[src/rtl/opr_pkg.sv]
// Package for the operator and punctuation recognizer.
// Holds the character codes, token codes and the decode result type.
// No dependencies.
`timescale 1ns / 1ps

package opr_pkg;

  // Input character codes (ASCII)
  localparam logic [7:0] CH_LF     = 8'h0A;
  localparam logic [7:0] CH_CR     = 8'h0D;
  localparam logic [7:0] CH_BANG   = 8'h21;
  localparam logic [7:0] CH_HASH   = 8'h23;
  localparam logic [7:0] CH_DOLLAR = 8'h24;
  localparam logic [7:0] CH_PCT    = 8'h25;
  localparam logic [7:0] CH_AMP    = 8'h26;
  localparam logic [7:0] CH_LPAREN = 8'h28;
  localparam logic [7:0] CH_RPAREN = 8'h29;
  localparam logic [7:0] CH_STAR   = 8'h2A;
  localparam logic [7:0] CH_PLUS   = 8'h2B;
  localparam logic [7:0] CH_COMMA  = 8'h2C;
  localparam logic [7:0] CH_MINUS  = 8'h2D;
  localparam logic [7:0] CH_DOT    = 8'h2E;
  localparam logic [7:0] CH_SLASH  = 8'h2F;
  localparam logic [7:0] CH_COLON  = 8'h3A;
  localparam logic [7:0] CH_SEMI   = 8'h3B;
  localparam logic [7:0] CH_LT     = 8'h3C;
  localparam logic [7:0] CH_EQ     = 8'h3D;
  localparam logic [7:0] CH_GT     = 8'h3E;
  localparam logic [7:0] CH_QUEST  = 8'h3F;
  localparam logic [7:0] CH_LBRACK = 8'h5B;
  localparam logic [7:0] CH_BSLASH = 8'h5C;
  localparam logic [7:0] CH_RBRACK = 8'h5D;
  localparam logic [7:0] CH_CARET  = 8'h5E;
  localparam logic [7:0] CH_LBRACE = 8'h7B;
  localparam logic [7:0] CH_PIPE   = 8'h7C;
  localparam logic [7:0] CH_RBRACE = 8'h7D;
  localparam logic [7:0] CH_TILDE  = 8'h7E;

  // Token codes
  localparam logic [7:0] TK_NONE        = 8'h00;
  localparam logic [7:0] TK_HASH        = 8'h01;
  localparam logic [7:0] TK_DOLLAR      = 8'h02;
  localparam logic [7:0] TK_DOLLAR2     = 8'h03;
  localparam logic [7:0] TK_BSLASH      = 8'h04;
  localparam logic [7:0] TK_NEWLINE     = 8'h05;
  localparam logic [7:0] TK_NOT         = 8'h80;
  localparam logic [7:0] TK_NE          = 8'h81;
  localparam logic [7:0] TK_MOD         = 8'h82;
  localparam logic [7:0] TK_AND         = 8'h83;
  localparam logic [7:0] TK_LAND        = 8'h84;
  localparam logic [7:0] TK_LPAREN      = 8'h85;
  localparam logic [7:0] TK_RPAREN      = 8'h86;
  localparam logic [7:0] TK_MUL         = 8'h87;
  localparam logic [7:0] TK_ADD         = 8'h88;
  localparam logic [7:0] TK_INC         = 8'h89;
  localparam logic [7:0] TK_COMMA       = 8'h8B;
  localparam logic [7:0] TK_SUB         = 8'h8C;
  localparam logic [7:0] TK_DEC         = 8'h8D;
  localparam logic [7:0] TK_ARROW       = 8'h8F;
  localparam logic [7:0] TK_DOT         = 8'h90;
  localparam logic [7:0] TK_ELLIPSIS    = 8'h91;
  localparam logic [7:0] TK_DIV         = 8'h92;
  localparam logic [7:0] TK_COLON       = 8'h93;
  localparam logic [7:0] TK_SEMI        = 8'h94;
  localparam logic [7:0] TK_LT          = 8'h95;
  localparam logic [7:0] TK_SHL         = 8'h96;
  localparam logic [7:0] TK_LE          = 8'h97;
  localparam logic [7:0] TK_ASSIGN      = 8'h98;
  localparam logic [7:0] TK_MOD_ASSIGN  = 8'h99;
  localparam logic [7:0] TK_AND_ASSIGN  = 8'h9A;
  localparam logic [7:0] TK_MUL_ASSIGN  = 8'h9B;
  localparam logic [7:0] TK_ADD_ASSIGN  = 8'h9C;
  localparam logic [7:0] TK_SUB_ASSIGN  = 8'h9D;
  localparam logic [7:0] TK_DIV_ASSIGN  = 8'h9E;
  localparam logic [7:0] TK_SHL_ASSIGN  = 8'h9F;
  localparam logic [7:0] TK_EQ          = 8'hA0;
  localparam logic [7:0] TK_SHR_ASSIGN  = 8'hA1;
  localparam logic [7:0] TK_XOR_ASSIGN  = 8'hA2;
  localparam logic [7:0] TK_OR_ASSIGN   = 8'hA3;
  localparam logic [7:0] TK_GT          = 8'hA4;
  localparam logic [7:0] TK_GE          = 8'hA5;
  localparam logic [7:0] TK_SHR         = 8'hA6;
  localparam logic [7:0] TK_QUEST       = 8'hA7;
  localparam logic [7:0] TK_LBRACK      = 8'hA8;
  localparam logic [7:0] TK_RBRACK      = 8'hA9;
  localparam logic [7:0] TK_XOR         = 8'hAA;
  localparam logic [7:0] TK_LBRACE      = 8'hAB;
  localparam logic [7:0] TK_OR          = 8'hAC;
  localparam logic [7:0] TK_LOR         = 8'hAD;
  localparam logic [7:0] TK_RBRACE      = 8'hAE;
  localparam logic [7:0] TK_TILDE       = 8'hAF;

  // Token lengths
  localparam logic [1:0] LEN_NONE = 2'd0;
  localparam logic [1:0] LEN_ONE  = 2'd1;
  localparam logic [1:0] LEN_TWO  = 2'd2;
  localparam logic [1:0] LEN_THREE = 2'd3;

  // Width of the line number port
  localparam int unsigned LINE_OUT_BITS = 16;

  // Decoder result
  typedef struct packed {
    logic       matched;
    logic       newline;
    logic [7:0] code;
    logic [1:0] length;
  } tok_t;

endpackage

[src/rtl/operator_punctuation_recognizer_unit.sv]
// Operator and punctuation recognizer, top level.
// Input register, token decoder and line counter, result register.
// Depends on opr_pkg, opr_decode, opr_line_counter.
//
// Usage:
//   Input channel (in_valid / in_stall) carries a three-byte window
//   first_byte, second_byte, third_byte and a start_of_text flag.
//   Output channel (out_valid / out_stall) carries matched, token_code,
//   token_length and line_number for each request, in order.
//   An accepted request first waits in the input register, then moves into
//   the result register once the output is free. The unit takes one request
//   per cycle while the output is not stalled; decode is a single
//   combinational pass between those two registers.
//   The line counter updates as a request moves into the result register,
//   so results always reflect requests in acceptance order.
//   When out_stall holds a result, the request in the input register waits
//   and in_stall rises; no request is dropped or duplicated.
//   Reset (rst, synchronous) empties both registers and sets the line
//   counter to 1.
`timescale 1ns / 1ps

module operator_punctuation_recognizer_unit #(
  parameter int unsigned LINE_BITS = 16
) (
  input  logic        clk,
  input  logic        rst,
  input  logic        in_valid,
  output logic        in_stall,
  input  logic [7:0]  first_byte,
  input  logic [7:0]  second_byte,
  input  logic [7:0]  third_byte,
  input  logic        start_of_text,
  output logic        out_valid,
  input  logic        out_stall,
  output logic        matched,
  output logic [7:0]  token_code,
  output logic [1:0]  token_length,
  output logic [15:0] line_number
);

  logic          s1_valid;
  logic [7:0]    s1_c0;
  logic [7:0]    s1_c1;
  logic [7:0]    s1_c2;
  logic          s1_start;
  logic          out_free;
  logic          s1_advance;
  logic          in_take;
  opr_pkg::tok_t tok;
  logic [15:0]   line_next_low;

  // Handshake control
  assign out_free   = !out_valid || !out_stall;
  assign s1_advance = s1_valid && out_free;
  assign in_stall   = s1_valid && !out_free;
  assign in_take    = in_valid && !in_stall;

  // Input register
  always_ff @(posedge clk) begin
    if (rst) begin
      s1_valid <= 1'b0;
    end else if (!in_stall) begin
      s1_valid <= in_valid;
    end
  end

  always_ff @(posedge clk) begin
    if (in_take) begin
      s1_c0    <= first_byte;
      s1_c1    <= second_byte;
      s1_c2    <= third_byte;
      s1_start <= start_of_text;
    end
  end

  // Token decode
  opr_decode u_decode (
    .c0  (s1_c0),
    .c1  (s1_c1),
    .c2  (s1_c2),
    .tok (tok)
  );

  // Line counter
  opr_line_counter #(
    .LINE_BITS (LINE_BITS)
  ) u_line_counter (
    .clk           (clk),
    .rst           (rst),
    .advance       (s1_advance),
    .start         (s1_start),
    .newline       (tok.newline),
    .line_next_low (line_next_low)
  );

  // Result register
  always_ff @(posedge clk) begin
    if (rst) begin
      out_valid <= 1'b0;
    end else if (out_free) begin
      out_valid <= s1_valid;
    end
  end

  always_ff @(posedge clk) begin
    if (s1_advance) begin
      matched      <= tok.matched;
      token_code   <= tok.code;
      token_length <= tok.length;
      line_number  <= line_next_low;
    end
  end

endmodule

[src/rtl/opr_decode.sv]
// Token decoder: longest operator, punctuation or newline token at the
// first byte of a three-byte window. Pure combinational. Uses opr_pkg.
`timescale 1ns / 1ps

module opr_decode (
  input  logic [7:0]   c0,
  input  logic [7:0]   c1,
  input  logic [7:0]   c2,
  output opr_pkg::tok_t tok
);

  logic [7:0] code;
  logic [1:0] len;

  // Maximal munch over the lookahead bytes
  always_comb begin
    code = opr_pkg::TK_NONE;
    len  = opr_pkg::LEN_NONE;
    unique case (c0)
      opr_pkg::CH_LF: begin
        code = opr_pkg::TK_NEWLINE; len = opr_pkg::LEN_ONE;
      end
      opr_pkg::CH_CR: begin
        code = opr_pkg::TK_NEWLINE;
        len  = (c1 == opr_pkg::CH_LF) ? opr_pkg::LEN_TWO : opr_pkg::LEN_ONE;
      end
      opr_pkg::CH_BANG: begin
        if (c1 == opr_pkg::CH_EQ) begin
          code = opr_pkg::TK_NE; len = opr_pkg::LEN_TWO;
        end else begin
          code = opr_pkg::TK_NOT; len = opr_pkg::LEN_ONE;
        end
      end
      opr_pkg::CH_HASH: begin
        code = opr_pkg::TK_HASH; len = opr_pkg::LEN_ONE;
      end
      opr_pkg::CH_DOLLAR: begin
        if (c1 == opr_pkg::CH_DOLLAR) begin
          code = opr_pkg::TK_DOLLAR2; len = opr_pkg::LEN_TWO;
        end else begin
          code = opr_pkg::TK_DOLLAR; len = opr_pkg::LEN_ONE;
        end
      end
      opr_pkg::CH_PCT: begin
        if (c1 == opr_pkg::CH_EQ) begin
          code = opr_pkg::TK_MOD_ASSIGN; len = opr_pkg::LEN_TWO;
        end else begin
          code = opr_pkg::TK_MOD; len = opr_pkg::LEN_ONE;
        end
      end
      opr_pkg::CH_AMP: begin
        if (c1 == opr_pkg::CH_AMP) begin
          code = opr_pkg::TK_LAND; len = opr_pkg::LEN_TWO;
        end else if (c1 == opr_pkg::CH_EQ) begin
          code = opr_pkg::TK_AND_ASSIGN; len = opr_pkg::LEN_TWO;
        end else begin
          code = opr_pkg::TK_AND; len = opr_pkg::LEN_ONE;
        end
      end
      opr_pkg::CH_LPAREN: begin
        code = opr_pkg::TK_LPAREN; len = opr_pkg::LEN_ONE;
      end
      opr_pkg::CH_RPAREN: begin
        code = opr_pkg::TK_RPAREN; len = opr_pkg::LEN_ONE;
      end
      opr_pkg::CH_STAR: begin
        if (c1 == opr_pkg::CH_EQ) begin
          code = opr_pkg::TK_MUL_ASSIGN; len = opr_pkg::LEN_TWO;
        end else begin
          code = opr_pkg::TK_MUL; len = opr_pkg::LEN_ONE;
        end
      end
      opr_pkg::CH_PLUS: begin
        if (c1 == opr_pkg::CH_PLUS) begin
          code = opr_pkg::TK_INC; len = opr_pkg::LEN_TWO;
        end else if (c1 == opr_pkg::CH_EQ) begin
          code = opr_pkg::TK_ADD_ASSIGN; len = opr_pkg::LEN_TWO;
        end else begin
          code = opr_pkg::TK_ADD; len = opr_pkg::LEN_ONE;
        end
      end
      opr_pkg::CH_COMMA: begin
        code = opr_pkg::TK_COMMA; len = opr_pkg::LEN_ONE;
      end
      opr_pkg::CH_MINUS: begin
        if (c1 == opr_pkg::CH_MINUS) begin
          code = opr_pkg::TK_DEC; len = opr_pkg::LEN_TWO;
        end else if (c1 == opr_pkg::CH_EQ) begin
          code = opr_pkg::TK_SUB_ASSIGN; len = opr_pkg::LEN_TWO;
        end else if (c1 == opr_pkg::CH_GT) begin
          code = opr_pkg::TK_ARROW; len = opr_pkg::LEN_TWO;
        end else begin
          code = opr_pkg::TK_SUB; len = opr_pkg::LEN_ONE;
        end
      end
      opr_pkg::CH_DOT: begin
        if (c1 == opr_pkg::CH_DOT && c2 == opr_pkg::CH_DOT) begin
          code = opr_pkg::TK_ELLIPSIS; len = opr_pkg::LEN_THREE;
        end else begin
          code = opr_pkg::TK_DOT; len = opr_pkg::LEN_ONE;
        end
      end
      opr_pkg::CH_SLASH: begin
        if (c1 == opr_pkg::CH_EQ) begin
          code = opr_pkg::TK_DIV_ASSIGN; len = opr_pkg::LEN_TWO;
        end else begin
          code = opr_pkg::TK_DIV; len = opr_pkg::LEN_ONE;
        end
      end
      opr_pkg::CH_COLON: begin
        code = opr_pkg::TK_COLON; len = opr_pkg::LEN_ONE;
      end
      opr_pkg::CH_SEMI: begin
        code = opr_pkg::TK_SEMI; len = opr_pkg::LEN_ONE;
      end
      opr_pkg::CH_LT: begin
        if (c1 == opr_pkg::CH_LT && c2 == opr_pkg::CH_EQ) begin
          code = opr_pkg::TK_SHL_ASSIGN; len = opr_pkg::LEN_THREE;
        end else if (c1 == opr_pkg::CH_LT) begin
          code = opr_pkg::TK_SHL; len = opr_pkg::LEN_TWO;
        end else if (c1 == opr_pkg::CH_EQ) begin
          code = opr_pkg::TK_LE; len = opr_pkg::LEN_TWO;
        end else begin
          code = opr_pkg::TK_LT; len = opr_pkg::LEN_ONE;
        end
      end
      opr_pkg::CH_EQ: begin
        if (c1 == opr_pkg::CH_EQ) begin
          code = opr_pkg::TK_EQ; len = opr_pkg::LEN_TWO;
        end else begin
          code = opr_pkg::TK_ASSIGN; len = opr_pkg::LEN_ONE;
        end
      end
      opr_pkg::CH_GT: begin
        if (c1 == opr_pkg::CH_GT && c2 == opr_pkg::CH_EQ) begin
          code = opr_pkg::TK_SHR_ASSIGN; len = opr_pkg::LEN_THREE;
        end else if (c1 == opr_pkg::CH_GT) begin
          code = opr_pkg::TK_SHR; len = opr_pkg::LEN_TWO;
        end else if (c1 == opr_pkg::CH_EQ) begin
          code = opr_pkg::TK_GE; len = opr_pkg::LEN_TWO;
        end else begin
          code = opr_pkg::TK_GT; len = opr_pkg::LEN_ONE;
        end
      end
      opr_pkg::CH_QUEST: begin
        code = opr_pkg::TK_QUEST; len = opr_pkg::LEN_ONE;
      end
      opr_pkg::CH_LBRACK: begin
        code = opr_pkg::TK_LBRACK; len = opr_pkg::LEN_ONE;
      end
      opr_pkg::CH_BSLASH: begin
        code = opr_pkg::TK_BSLASH; len = opr_pkg::LEN_ONE;
      end
      opr_pkg::CH_RBRACK: begin
        code = opr_pkg::TK_RBRACK; len = opr_pkg::LEN_ONE;
      end
      opr_pkg::CH_CARET: begin
        if (c1 == opr_pkg::CH_EQ) begin
          code = opr_pkg::TK_XOR_ASSIGN; len = opr_pkg::LEN_TWO;
        end else begin
          code = opr_pkg::TK_XOR; len = opr_pkg::LEN_ONE;
        end
      end
      opr_pkg::CH_LBRACE: begin
        code = opr_pkg::TK_LBRACE; len = opr_pkg::LEN_ONE;
      end
      opr_pkg::CH_PIPE: begin
        if (c1 == opr_pkg::CH_EQ) begin
          code = opr_pkg::TK_OR_ASSIGN; len = opr_pkg::LEN_TWO;
        end else if (c1 == opr_pkg::CH_PIPE) begin
          code = opr_pkg::TK_LOR; len = opr_pkg::LEN_TWO;
        end else begin
          code = opr_pkg::TK_OR; len = opr_pkg::LEN_ONE;
        end
      end
      opr_pkg::CH_RBRACE: begin
        code = opr_pkg::TK_RBRACE; len = opr_pkg::LEN_ONE;
      end
      opr_pkg::CH_TILDE: begin
        code = opr_pkg::TK_TILDE; len = opr_pkg::LEN_ONE;
      end
      default: begin
        code = opr_pkg::TK_NONE; len = opr_pkg::LEN_NONE;
      end
    endcase
  end

  assign tok.matched = (len != opr_pkg::LEN_NONE);
  assign tok.newline = (code == opr_pkg::TK_NEWLINE);
  assign tok.code    = code;
  assign tok.length  = len;

endmodule

[src/rtl/opr_line_counter.sv]
// Saturating line counter: restart on start of text, count newline tokens.
// Gives the low bits of the updated count. Uses opr_pkg.
`timescale 1ns / 1ps

module opr_line_counter #(
  parameter int unsigned LINE_BITS = 16
) (
  input  logic                              clk,
  input  logic                              rst,
  input  logic                              advance,
  input  logic                              start,
  input  logic                              newline,
  output logic [opr_pkg::LINE_OUT_BITS-1:0] line_next_low
);

  localparam int unsigned ExtBits =
    (LINE_BITS > opr_pkg::LINE_OUT_BITS) ? LINE_BITS : opr_pkg::LINE_OUT_BITS;
  localparam logic [LINE_BITS-1:0] CountMax = {LINE_BITS{1'b1}};
  localparam logic [LINE_BITS-1:0] CountOne = LINE_BITS'(1);

  logic [LINE_BITS-1:0] line_count;
  logic [LINE_BITS-1:0] line_count_next;
  logic [LINE_BITS-1:0] base;
  logic [ExtBits-1:0]   count_ext;

  // Restart first, then bump on a newline unless saturated
  always_comb begin
    base = start ? CountOne : line_count;
    if (newline && (base != CountMax)) begin
      line_count_next = base + CountOne;
    end else begin
      line_count_next = base;
    end
  end

  always_ff @(posedge clk) begin
    if (rst) begin
      line_count <= CountOne;
    end else if (advance) begin
      line_count <= line_count_next;
    end
  end

  assign count_ext     = ExtBits'(line_count_next);
  assign line_next_low = count_ext[opr_pkg::LINE_OUT_BITS-1:0];

endmodule

[config.mk]
export PLATFORM = sky130hd
export DESIGN_NAME = operator_punctuation_recognizer_unit
export DESIGN_NICKNAME = d
export VERILOG_FILES = /design/src/rtl/opr_pkg.sv /design/src/rtl/operator_punctuation_recognizer_unit.sv /design/src/rtl/opr_decode.sv /design/src/rtl/opr_line_counter.sv
export SDC_FILE = /design/constraint.sdc
export NUM_CORES = 1
export LEC_CHECK = 0
export ABC_AREA = 1
export BUFFER_PORTS_ARGS = -buffer_cell sky130_fd_sc_hd__buf_2
export CAP_MARGIN = 20
export CORE_MARGIN = 10
export CORE_UTILIZATION = 63
export DETAILED_ROUTE_END_ITERATION = 8
export PLACE_DENSITY = 0.86
export SYNTH_ARGS = -nofsm -noshare
export SYNTH_HDL_FRONTEND = slang
export SYNTH_SLANG_ARGS = --single-unit
[constraint.sdc]
create_clock -name clk -period 4.3 [get_ports clk]
set_input_delay 0.215 -clock clk [delete_from_list [all_inputs] [get_ports clk]]
set_output_delay 0.215 -clock clk [all_outputs]
set_load 0.005 [all_outputs]
==> impl_results.md, run 1 <==
* Run status: finished clean
* Count of input and output buffers at between 50 and 60
* Count of instances resized after the clock tree is built at 0
* Largest delay share family, worst path: simple AND/OR/NAND/NOR gates
* HPWL after DPL at approximately 8.9 mm
* CP Data Required Time at ~4400 ps
* Syn Nets at approximately 640
* Largest fanout on the critical path at 13
* R2R Path End: line_number[0]
* Worst supply voltage drop on vdd at 0.239 mV
* CP arrival at ~2900 ps
* Sequential fraction of the synthesis area at between 40% and 50%
* Min Tclk post-route at 2770 ps
* Number of maximum-capacitance constraint violations at 0
* Peak per-stage delay on the critical path at ~760 ps
* TritonCTS Sinks at between 60 and 70
* Number of ports placed on the die boundary at 58
* Aggregate global routing overflow at 0
* First-pass GRT wire length at ~19 mm
* Iteration-0 DRC count of the detailed router at ~470
* CTS tree: yes
* Area contributors post-synth: edfxtp_1, nand2_1, nor2_1
* Synthesis-to-layout area growth at 12.4%
* GRT Util Overall at 22.2%
* Met3 routed wirelength at 1.23 mm
* Synth cell types at 33
* Post-layout net count at around 700
* Wire length after detailed routing at roughly 12 mm
* Clk slew on worst S/H paths at ~90 ps
* Maximum clock path buffer count at 2
* Remaining number of nets flagged by the antenna check after routing at 0
* Final number of hold-violating endpoints at 0
* Placer congestion estimate at 1.00
* Number of optimization iterations in the first detailed-route pass at 5
* Final Max Tran Viols at 0
* DRC at 0
* Cells traversed along the worst timing path: nor2_1, inv_1, ha_1, nand4_4, nor2_2, a21oi_1, nand2_1, and2_1
* Initial cell density of the core at between 60 and 70%
* Post-Route Setup TNS at 0 ps
* Clock latency of the later-clocked register in the worst-skew pair at roughly 350 ps
* Die Ht at between 100 and 150 µm
* Via-per-instance ratio at between 5 and 6
* Hold buffer count at CTS at 0
* Maximum clock frequency at 0.361 GHz
* Power density over the cells at roughly 320 mW/mm²
* Top Layer Used: met4
* Worst path bufs/invs at 1
* R2r setup slk at between 1500 and 2000 ps
* Slew Limit Headroom at between 30% and 40%
* Setup repair after global routing missed its margin: no
* Diode insertion count for antenna repair at 0
* Depth of the worst register-to-register path at 8
* Layout cells sized above 1 at approximately 14%
* Yosys warns at 0
* Total core area at ~0.0067 mm²
* Min-Delay Path Class: in -> reg
* Worst clock skew on the final layout at 15.1 ps
* Area of the mapped netlist at 0.00431 mm²
* Number of global-route vias before repair at 3,897
* Cell count after synthesis at 613
* Largest net degree at the start of global routing at 45
* Avg Inst Size Synth at just over 7 µm²
* Post-route met1 wirelength at just over 5 mm
* Via count at between 4,000 and 5,000
* Area enclosed by the die boundary at 0.0106 mm²
* Launching point of the worst reg2reg path: s1_start
* Transition at the pin with the smallest max-transition slack at between 900 and 1000 ps
* Synth area leader: edfxtp_1
* Post-detailed-route wirelength per cell at 15.6 µm
* Final count of negative-setup-slack endpoints at 0
* Core Rows at 30
* Launch instance of the worst min-delay path: second_byte[6]
* Die X-Extent at around 100 µm
* Worst Slack Setup Final at 1530 ps
* Antenna violations before repair at 0
* Total length of routed met2 wires at ~5.0 mm
* Flip-flop and latch count after synthesis at between 60 and 70
* Hold Path Cell Cnt at 1
* Post-Place Setup Slack at 1550 ps
* Portion of the clock cycle consumed by the worst path in the final layout at between 60 and 70%
* Reported leakage power at around 2.4 nW
* Depth of the CTS H-tree at 3
* Fraction of synthesized cell area taken by the top area cell type at a little over a third
* Category of the most critical setup path: reg -> reg
* Cell with the largest stage delay on the worst path: a21oi_1
* Setup Fix Bufs, Post-CTS at 0
* Startpoint type of the worst setup path: register
* CTS root buffer: clkbuf_8
* Critical Path Sink Type: register
* Number of buffers inserted during clock tree synthesis at 9
* Worst-case hold path end point: s1_c1[6]
==> cells in the final DEF, fill, tap and decap left out, types with 2 or more instances in the layout <==
| cell type | synthesis | final |
|---|---|---|
| buf_2 | 4 | 56 |
| dfxtp_1 | 18 | 18 |
| o211ai_1 | 3 | 3 |
| inv_1 | 78 | 78 |
| a21oi_1 | 24 | 24 |
| and2_1 | 2 | 2 |
| nand4_1 | 21 | 21 |
| edfxtp_1 | 51 | 51 |
| inv_2 | 3 | 3 |
| nand3b_1 | 2 | 2 |
| bufinv_16 | 0 | 2 |
| nand2_2 | 7 | 7 |
| xor2_1 | 6 | 6 |
| nor2_1 | 98 | 97 |
| inv_6 | 0 | 2 |
| o21ai_0 | 10 | 10 |
| nor2_4 | 2 | 3 |
| nand3_1 | 57 | 57 |
| nand2_4 | 3 | 3 |
| nor2_2 | 3 | 3 |
| nor3_1 | 14 | 14 |
| nand2_1 | 189 | 189 |
| clkbuf_8 | 0 | 9 |
==> Yosys cell counts <==
cell,n
a21oi_1,24
a31oi_1,1
and2_1,2
buf_2,4
buf_4,2
buf_6,1
buf_8,1
clkbuf_1,5
conb_1,1
dfxtp_1,18
edfxtp_1,51
ha_1,1
inv_1,78
inv_2,3
nand2_1,189
nand2_2,7
nand2_4,3
nand3_1,57
nand3b_1,2
nand4_1,21
nand4_4,1
nor2_1,98
nor2_2,3
nor2_4,2
nor2b_1,1
nor3_1,14
o211ai_1,3
o21a_1,1
o21ai_0,10
o21ai_2,1
o31ai_1,1
xnor2_1,1
xor2_1,6
==> metal layers <==
| metal | up-vias | global-route usage [%] |
|---|---|---|
| met5 | - | 0 |
| met4 | 0 | 8.24 |
| met3 | 34 | 5.29 |
| met2 | 283 | 32.7 |
| met1 | 1938 | 31.1 |
| li1 | 2088 | - |
==> state kept, by name, summed over array words and instances (netlist names) <==
name / cells
s1_c0: 8
s1_valid: 1
token_code: 7
s1_c1: 8
out_valid: 1
line_number: 16
token_length: 2
matched: 1
s1_start: 1
u_line_counter.line_count: 16
s1_c2: 8
==> kinds of logic (layout without fill, tap and decap cells) <==
group | count (synthesis) | count (layout) | synth area share, %
AO/OA/AOI/OAI | 41 | 41 | 5.16
XOR/XNOR | 7 | 7 | 1.42
adder cells (fa/ha/maj) | 1 | 1 | 0.290
buffers and inverters | 94 | 154 | 8.90
flip-flops | 69 | 69 | 43.9
other | 1 | 1 | 0.0869
AND/OR/NAND/NOR | 400 | 400 | 40.3
==> final cells by class <==
| type | count | area, µm² |
|---|---|---|
| fill | 533 | 1870 |
| clock buffer | 10 | 128 |
| multi-input combinational | 450 | 2050 |
| clock inverter | 6 | 92.6 |
| tap | 80 | 100 |
| timing repair buffer | 57 | 288 |
| inverter | 81 | 304 |
| sequential | 69 | 1890 |
==> per-stage QoR <==
stage               utilization (%)  cell area, µm²  total power, mW  hold slack [ps]  cells
finish                         72.2            4850             1.53             43.8    753
global route                   72.2            4850             1.58             27.5    753
CTS                            72.2            4850             1.53             35.8    753
detailed placement             68.9            4630            0.941              394    737
global placement               68.9            4630            0.934              391    737
floorplan                         -            4310            0.888              314    613
==> how the worst max path moves through the flow <==
stage / from / slack (ps) / end / cells after the start
2_1_floorplan: s1_start / 2180 / line_number[0] / 10
3_3_place_gp: s1_start / 1730 / line_number[0] / 8
3_5_place_dp: s1_start / 1550 / line_number[0] / 8
4_1_cts: s1_start / 1550 / line_number[0] / 8
5_1_grt: s1_start / 1390 / line_number[0] / 8
6_report: s1_start / 1530 / line_number[0] / 8
==> power by group <==
group	switching, mW	internal, mW
Combinational	0.102	0.0499
Clock	0.266	0.333
Sequential	0.0233	0.755
Total	0.392	1.14
Note: power is estimated with default switching activity, not from simulation.
==> inputs of run 2 (changes only) <==
CORE_UTILIZATION = 58   (was 63)
PLACE_DENSITY = 0.8   (was 0.86)
clock period = 2.69 ns   (was 4.3 ns; I/O delays follow)
==> run 2 against run 1 <==
Compared with the run above:
- utilization fell by 1.3 points
- largest power group unchanged
- largest cell class unchanged
- first-iteration DRC count rose by 27%
- flip-flop and latch count did not move
- non-clock buffer count rose by 29
- combinational power rose by 86%
==> impl_results.md, run 2 (synthesis results as in run 1) <==
* Post-layout instance area at 0.00514 mm² (was 0.00485 mm²)
* Core Rows at 31 (was 30)
* Cell count after placement at 761 (was 737)
* Diode insertion count for antenna repair at 0 (unchanged)
* Antenna violations before repair at 0 (unchanged)
* Count of instances resized after the clock tree is built at 0 (unchanged)
* Clk slew on worst S/H paths at 70 ps (was 90 ps)
* Final Max Tran Viols at 0 (unchanged)
* Min-Delay Path Class: in -> reg (unchanged)
* Depth of the worst register-to-register path at 10 (was 8)
* Overall Power at 2.45 mW (was 1.53 mW)
* Via-per-instance ratio at 5.64 (was 5.77)
* GR Layer Usage met1 at 32.4% (was 31.1%)
* Largest delay share family, worst path: simple AND/OR/NAND/NOR gates (unchanged)
* Synthesis-to-layout area growth at 19.1% (was 12.4%)
* Maximum clock path buffer count at 2 (unchanged)
* Wire length after detailed routing at 13.6 mm (was 11.7 mm)
* Commonest cells after routing, fill and taps aside: nand2_1, nor2_1, inv_1, nand3_1, buf_2 (unchanged)
* Transition at the pin with the smallest max-transition slack at 896 ps (was 949 ps)
* Placed inst area at 0.00469 mm² (was 0.00463 mm²)
* Startpoint type of the worst setup path: register (unchanged)
* CP arrival at 2810 ps (was 2880 ps)
* Area enclosed by the die boundary at 0.0113 mm² (was 0.0106 mm²)
* Post-layout net count at 727 (was 698)
* Slew Limit Headroom at 40.2% (was 36.7%)
* Maximum clock frequency at 0.397 GHz (was 0.361 GHz)
* CTS root buffer: clkbuf_8 (unchanged)
* Number of ports placed on the die boundary at 58 (unchanged)
* CTS tree: yes (unchanged)
* Leading registers by flop count: line_number: 16 flops, u_line_counter.line_count: 16 flops (unchanged)
* Worst-case hold path end point: s1_start (was s1_c1[6])
* Die X-Extent at 106 µm (was 103 µm)
* Via count at 4,517 (was 4,343)
* Setup Fix Bufs, Post-CTS at 0 (unchanged)
* Number of optimization iterations in the first detailed-route pass at 6 (was 5)
* Global-route track usage on met2 at 35.3% (was 32.7%)
* Post-detailed-route wirelength per cell at 17.0 µm (was 15.6 µm)
* Iteration-0 DRC count of the detailed router at 602 (was 474)
* HPWL after DPL at 8.88 mm (was 8.91 mm)
* Final count of negative-setup-slack endpoints at 0 (unchanged)
* Worst supply voltage drop on vdd at 0.405 mV (was 0.239 mV)
* Initial cell density of the core at 59.5% (was 64.2%)
* Cell with the largest stage delay on the worst path: edfxtp_1 (was a21oi_1)
* GRT Util Overall at 24.0% (was 22.2%)
* Number of buffers inserted during clock tree synthesis at 9 (unchanged)
* Hold Path Cell Cnt at 1 (unchanged)
* Largest net degree at the start of global routing at 45 (unchanged)
* Final number of hold-violating endpoints at 0 (unchanged)
* Category of the most critical setup path: reg -> reg (unchanged)
* Number of maximum-capacitance constraint violations at 0 (unchanged)
* Die Ht at 106 µm (was 103 µm)
* R2r setup slk at 170 ps (was 1530 ps)
* Total core area at 0.00725 mm² (was 0.00672 mm²)
* Largest fanout on the critical path at 16 (was 13)
* Number of global-route vias before repair at 4,287 (was 3,897)
* Depth of the CTS H-tree at 3 (unchanged)
* Leading cell type in the layout, fill and taps excluded: nand2_1 (unchanged)
* Grt peak-use layer: met2 (unchanged)
* Hold buffer count at CTS at 24 (was 0)
* Run status: finished clean (unchanged)
* Reported leakage power at 2.53 nW (was 2.41 nW)
* Peak per-stage delay on the critical path at 600 ps (was 760 ps)
* Cells traversed along the worst timing path: nor2_1, ha_1, nand4_4, nor2_2, nand2_4, nand2_4, nand2_1, nand3_1, nand2_1, inv_1 (was nor2_1, inv_1, ha_1, nand4_4, nor2_2, a21oi_1, nand2_1, and2_1)
* Setup repair after global routing missed its margin: no (unchanged)
* First-pass GRT wire length at 21.8 mm (was 18.7 mm)
* Remaining number of nets flagged by the antenna check after routing at 0 (unchanged)
* Worst path bufs/invs at 1 (unchanged)
* Layout cells sized above 1 at 14.0% (was 13.8%)
* TritonCTS Sinks at 69 (unchanged)
* CP Data Required Time at 2970 ps (was 4410 ps)
* Count of input and output buffers at 56 (unchanged)
* Launching point of the worst reg2reg path: s1_start (unchanged)
* DRC at 0 (unchanged)
* Portion of the clock cycle consumed by the worst path in the final layout at 93.7% (was 64.5%)
* Critical Path Sink Type: register (unchanged)
* Aggregate global routing overflow at 0 (unchanged)
* Launch instance of the worst min-delay path: start_of_text (was second_byte[6])
* Min Tclk post-route at 2520 ps (was 2770 ps)
* Worst clock skew on the final layout at 15.1 ps (about the same)
* Clock latency of the later-clocked register in the worst-skew pair at 350 ps (about the same)
* Met3 layer usage reported by global route at 7.25% (was 5.29%)
* R2R Path End: u_line_counter.line_count[1] (was line_number[0])
* Post-Route Setup TNS at 0 ps (unchanged)
* Power density over the cells at 476 mW/mm² (was 315 mW/mm²)
* Layout Cells excl Fill at 801 (was 753)
* Placer congestion estimate at 0.969 (was 1.00)
## run 2: final cells by class
| class | instances | area (µm²) |
|---|---|---|
| fill | 563 | 2110 |
| multi-input combinational | 450 | 2050 |
| sequential | 69 | 1890 |
| timing repair buffer | 86 | 566 |
| inverter | 81 | 304 |
| clock buffer | 11 | 153 |
| tap | 99 | 124 |
| clock inverter | 5 | 56.3 |
## run 2: worst max-delay path by stage
stage / slack (ps) / end / depth (start not counted) / start
floorplan: 570 / line_number[0] / 10 / s1_start
global placement: 410 / line_number[0] / 9 / s1_start
detailed placement: 310 / line_number[0] / 9 / s1_start
CTS: 300 / line_number[0] / 9 / s1_start
global route: 50 / u_line_counter.line_count[1] / 11 / s1_start
finish: 170 / u_line_counter.line_count[1] / 10 / s1_start
## run 2: power by group
part | internal (mW) | leakage (nW) | total, mW | switching [mW]
Clock | 0.486 | 0.105 | 0.918 | 0.432
Combinational | 0.104 | 1.77 | 0.282 | 0.178
Sequential | 1.21 | 0.649 | 1.25 | 0.0406
Total | 1.80 | 2.53 | 2.45 | 0.651
## run 2: stage by stage
stage                     utilization [%]  hold slack [ps]  setup slack, ps
final                                70.9             16.7              168
after global routing                 70.9             21.6             49.6
after CTS                            70.9             8.64              299
after detailed placement             64.7              313              310
after global placement               64.7              310              406
after floorplan                         -              233              566
## run 2: routing by layer
layer | wire length [µm] | vias up
met3 | 1770 | 33
met5 | 0 | -
li1 | - | 2147
met4 | 289 | 0
met2 | 6010 | 331
met1 | 5530 | 2006
==> inputs of run 3 (changes only) <==
RECOVER_POWER = 25   (was default)
==> run 3 against run 2 <==
Compared with the run above:
- final area decreased by 0.29%
- hold slack better by 84 ps
- highest routed layer unchanged
- setup slack improved by 10 ps
- non-clock buffer count unchanged
- count of clock-buffer cells in the layout stayed put
==> impl_results.md, run 3 (synthesis results as in run 1) <==
* Overall Power at 2.44 mW (was 2.45 mW)
* Number of global-route vias before repair at 4,287 (unchanged)
* HPWL after DPL at 8.88 mm (unchanged)
* Cell count after placement at 761 (unchanged)
* Final Max Tran Viols at 0 (unchanged)
* Post-Route Setup TNS at 0 ps (unchanged)
* Grt peak-use layer: met2 (unchanged)
* Iteration-0 DRC count of the detailed router at 580 (was 602)
* Portion of the clock cycle consumed by the worst path in the final layout at 93.4% (was 93.7%)
* First-pass GRT wire length at 21.8 mm (unchanged)
* Die Ht at 106 µm (unchanged)
* Synthesis-to-layout area growth at 18.8% (was 19.1%)
* Count of instances resized after the clock tree is built at 0 (unchanged)
* Area enclosed by the die boundary at 0.0113 mm² (unchanged)
* CTS tree: yes (unchanged)
* Layout Cells excl Fill at 801 (unchanged)
* Number of maximum-capacitance constraint violations at 0 (unchanged)
* Transition at the pin with the smallest max-transition slack at 898 ps (was 896 ps)
* Placer congestion estimate at 0.969 (unchanged)
* Leading cell type in the layout, fill and taps excluded: nand2_1 (unchanged)
* Category of the most critical setup path: reg -> reg (unchanged)
* DRC at 0 (unchanged)
* Via count at 4,544 (was 4,517)
* TritonCTS Sinks at 69 (unchanged)
* Cells traversed along the worst timing path: nor2_1, ha_1, nand4_4, nor2_2, nand2_4, nand2_4, nand2_1, nand3_1, nand2_1, inv_1 (unchanged)
* Remaining number of nets flagged by the antenna check after routing at 0 (unchanged)
* Final number of hold-violating endpoints at 0 (unchanged)
* Post-layout net count at 727 (unchanged)
* Min Tclk post-route at 2510 ps (was 2520 ps)
* Number of optimization iterations in the first detailed-route pass at 6 (unchanged)
* Worst supply voltage drop on vdd at 0.404 mV (was 0.405 mV)
* Startpoint type of the worst setup path: register (unchanged)
* Clk slew on worst S/H paths at 70 ps (about the same)
* Slew Limit Headroom at 40.1% (was 40.2%)
* Setup repair after global routing missed its margin: no (unchanged)
* Cell with the largest stage delay on the worst path: edfxtp_1 (unchanged)
* Worst clock skew on the final layout at 16.5 ps (was 15.1 ps)
* Largest fanout on the critical path at 16 (unchanged)
* Number of ports placed on the die boundary at 58 (unchanged)
* CP Data Required Time at 2970 ps (about the same)
* Met3 layer usage reported by global route at 7.25% (unchanged)
* Hold slack final at 101 ps (was 16.7 ps)
* Maximum clock path buffer count at 2 (unchanged)
* Reported leakage power at 2.49 nW (was 2.53 nW)
* Number of buffers inserted during clock tree synthesis at 9 (unchanged)
* Run status: finished clean (unchanged)
* Maximum clock frequency at 0.398 GHz (was 0.397 GHz)
* Final count of negative-setup-slack endpoints at 0 (unchanged)
* Global-route track usage on met2 at 35.3% (unchanged)
* Wire length after detailed routing at 13.6 mm (about the same)
* Critical Path Sink Type: register (unchanged)
* Count of input and output buffers at 56 (unchanged)
* Initial cell density of the core at 59.5% (unchanged)
* Total core area at 0.00725 mm² (unchanged)
* Depth of the CTS H-tree at 3 (unchanged)
* Via-per-instance ratio at 5.67 (was 5.64)
* Hold buffer count at CTS at 24 (unchanged)
* Worst Slack Setup Final at 178 ps (was 168 ps)
* Setup Fix Bufs, Post-CTS at 0 (unchanged)
* Die X-Extent at 106 µm (unchanged)
* GR Layer Usage met1 at 32.4% (unchanged)
* Post-detailed-route wirelength per cell at 16.9 µm (was 17.0 µm)
* Aggregate global routing overflow at 0 (unchanged)
* CTS root buffer: clkbuf_8 (unchanged)
* Core Rows at 31 (unchanged)
* Clock latency of the later-clocked register in the worst-skew pair at 350 ps (about the same)
* Min-Delay Path Class: in -> reg (unchanged)
* Peak per-stage delay on the critical path at 600 ps (about the same)
* Diode insertion count for antenna repair at 0 (unchanged)
* Antenna violations before repair at 0 (unchanged)
* Commonest cells after routing, fill and taps aside: nand2_1, nor2_1, inv_1, nand3_1, edfxtp_1 (was nand2_1, nor2_1, inv_1, nand3_1, buf_2)
* Largest net degree at the start of global routing at 45 (unchanged)
* GRT Util Overall at 24.0% (unchanged)
* Layout cells sized above 1 at 12.3% (was 14.0%)
* Power density over the cells at 477 mW/mm² (was 476 mW/mm²)
* R2r setup slk at 180 ps (was 170 ps)
* Post-Place Setup Slack at 310 ps (unchanged)
* CP arrival at 2790 ps (was 2810 ps)
* Leading registers by flop count: line_number: 16 flops, u_line_counter.line_count: 16 flops (unchanged)
-- run 3: changes by cell type in the layout (fill, tap and decap cells not counted), sizes merged --
cell / change
buf: -12
clkbuf: +12
-- run 3: final cells by class --
cell class                      instances  area (µm²)
Tap cell                               99         124
Timing Repair Buffer                   86         551
Clock inverter                          5        56.3
Fill cell                             569        2130
Sequential cell                        69        1890
Inverter                               81         304
Multi-Input combinational cell        450        2050
Clock buffer                           11         153
-- run 3: critical path, delay by kind of cell (launching register included) --
kind                       cells  cell delay (ps)
adders and majority gates      1              330
buffers and inverters          1               90
DFF                            1              600
and+or+nand+nor                8             1430
-- run 3: final timing paths --
| check | startpoint | to | cells after the start |
|---|---|---|---|
| setup / recovery | s1_start | u_line_counter.line_count[1] | 10 |
| setup reg to reg | s1_start | u_line_counter.line_count[1] | 10 |
| hold reg to reg | s1_valid | out_valid | 2 |
| hold / removal | in_valid | s1_valid | 3 |
-- run 3: power breakdown --
group | total [mW] | internal [mW] | switching, mW
Clock | 0.917 | 0.486 | 0.431
Sequential | 1.25 | 1.21 | 0.0407
Combinational | 0.280 | 0.102 | 0.178
Total | 2.44 | 1.79 | 0.650
-- run 3: per-layer routing --
metal | share of wire (%) | vias up
met2 | 44 | 362
met1 | 41 | 2002
met5 | 0 | -
met3 | 13 | 33
li1 | - | 2147
met4 | 2.1 | 0
-- run 3: stage by stage --
step           util, %  area, µm²
2_1_floorplan        -       4310
3_3_place_gp      64.7       4690
3_5_place_dp      64.7       4690
4_1_cts           70.9       5140
5_1_grt           70.7       5120
6_report          70.7       5120
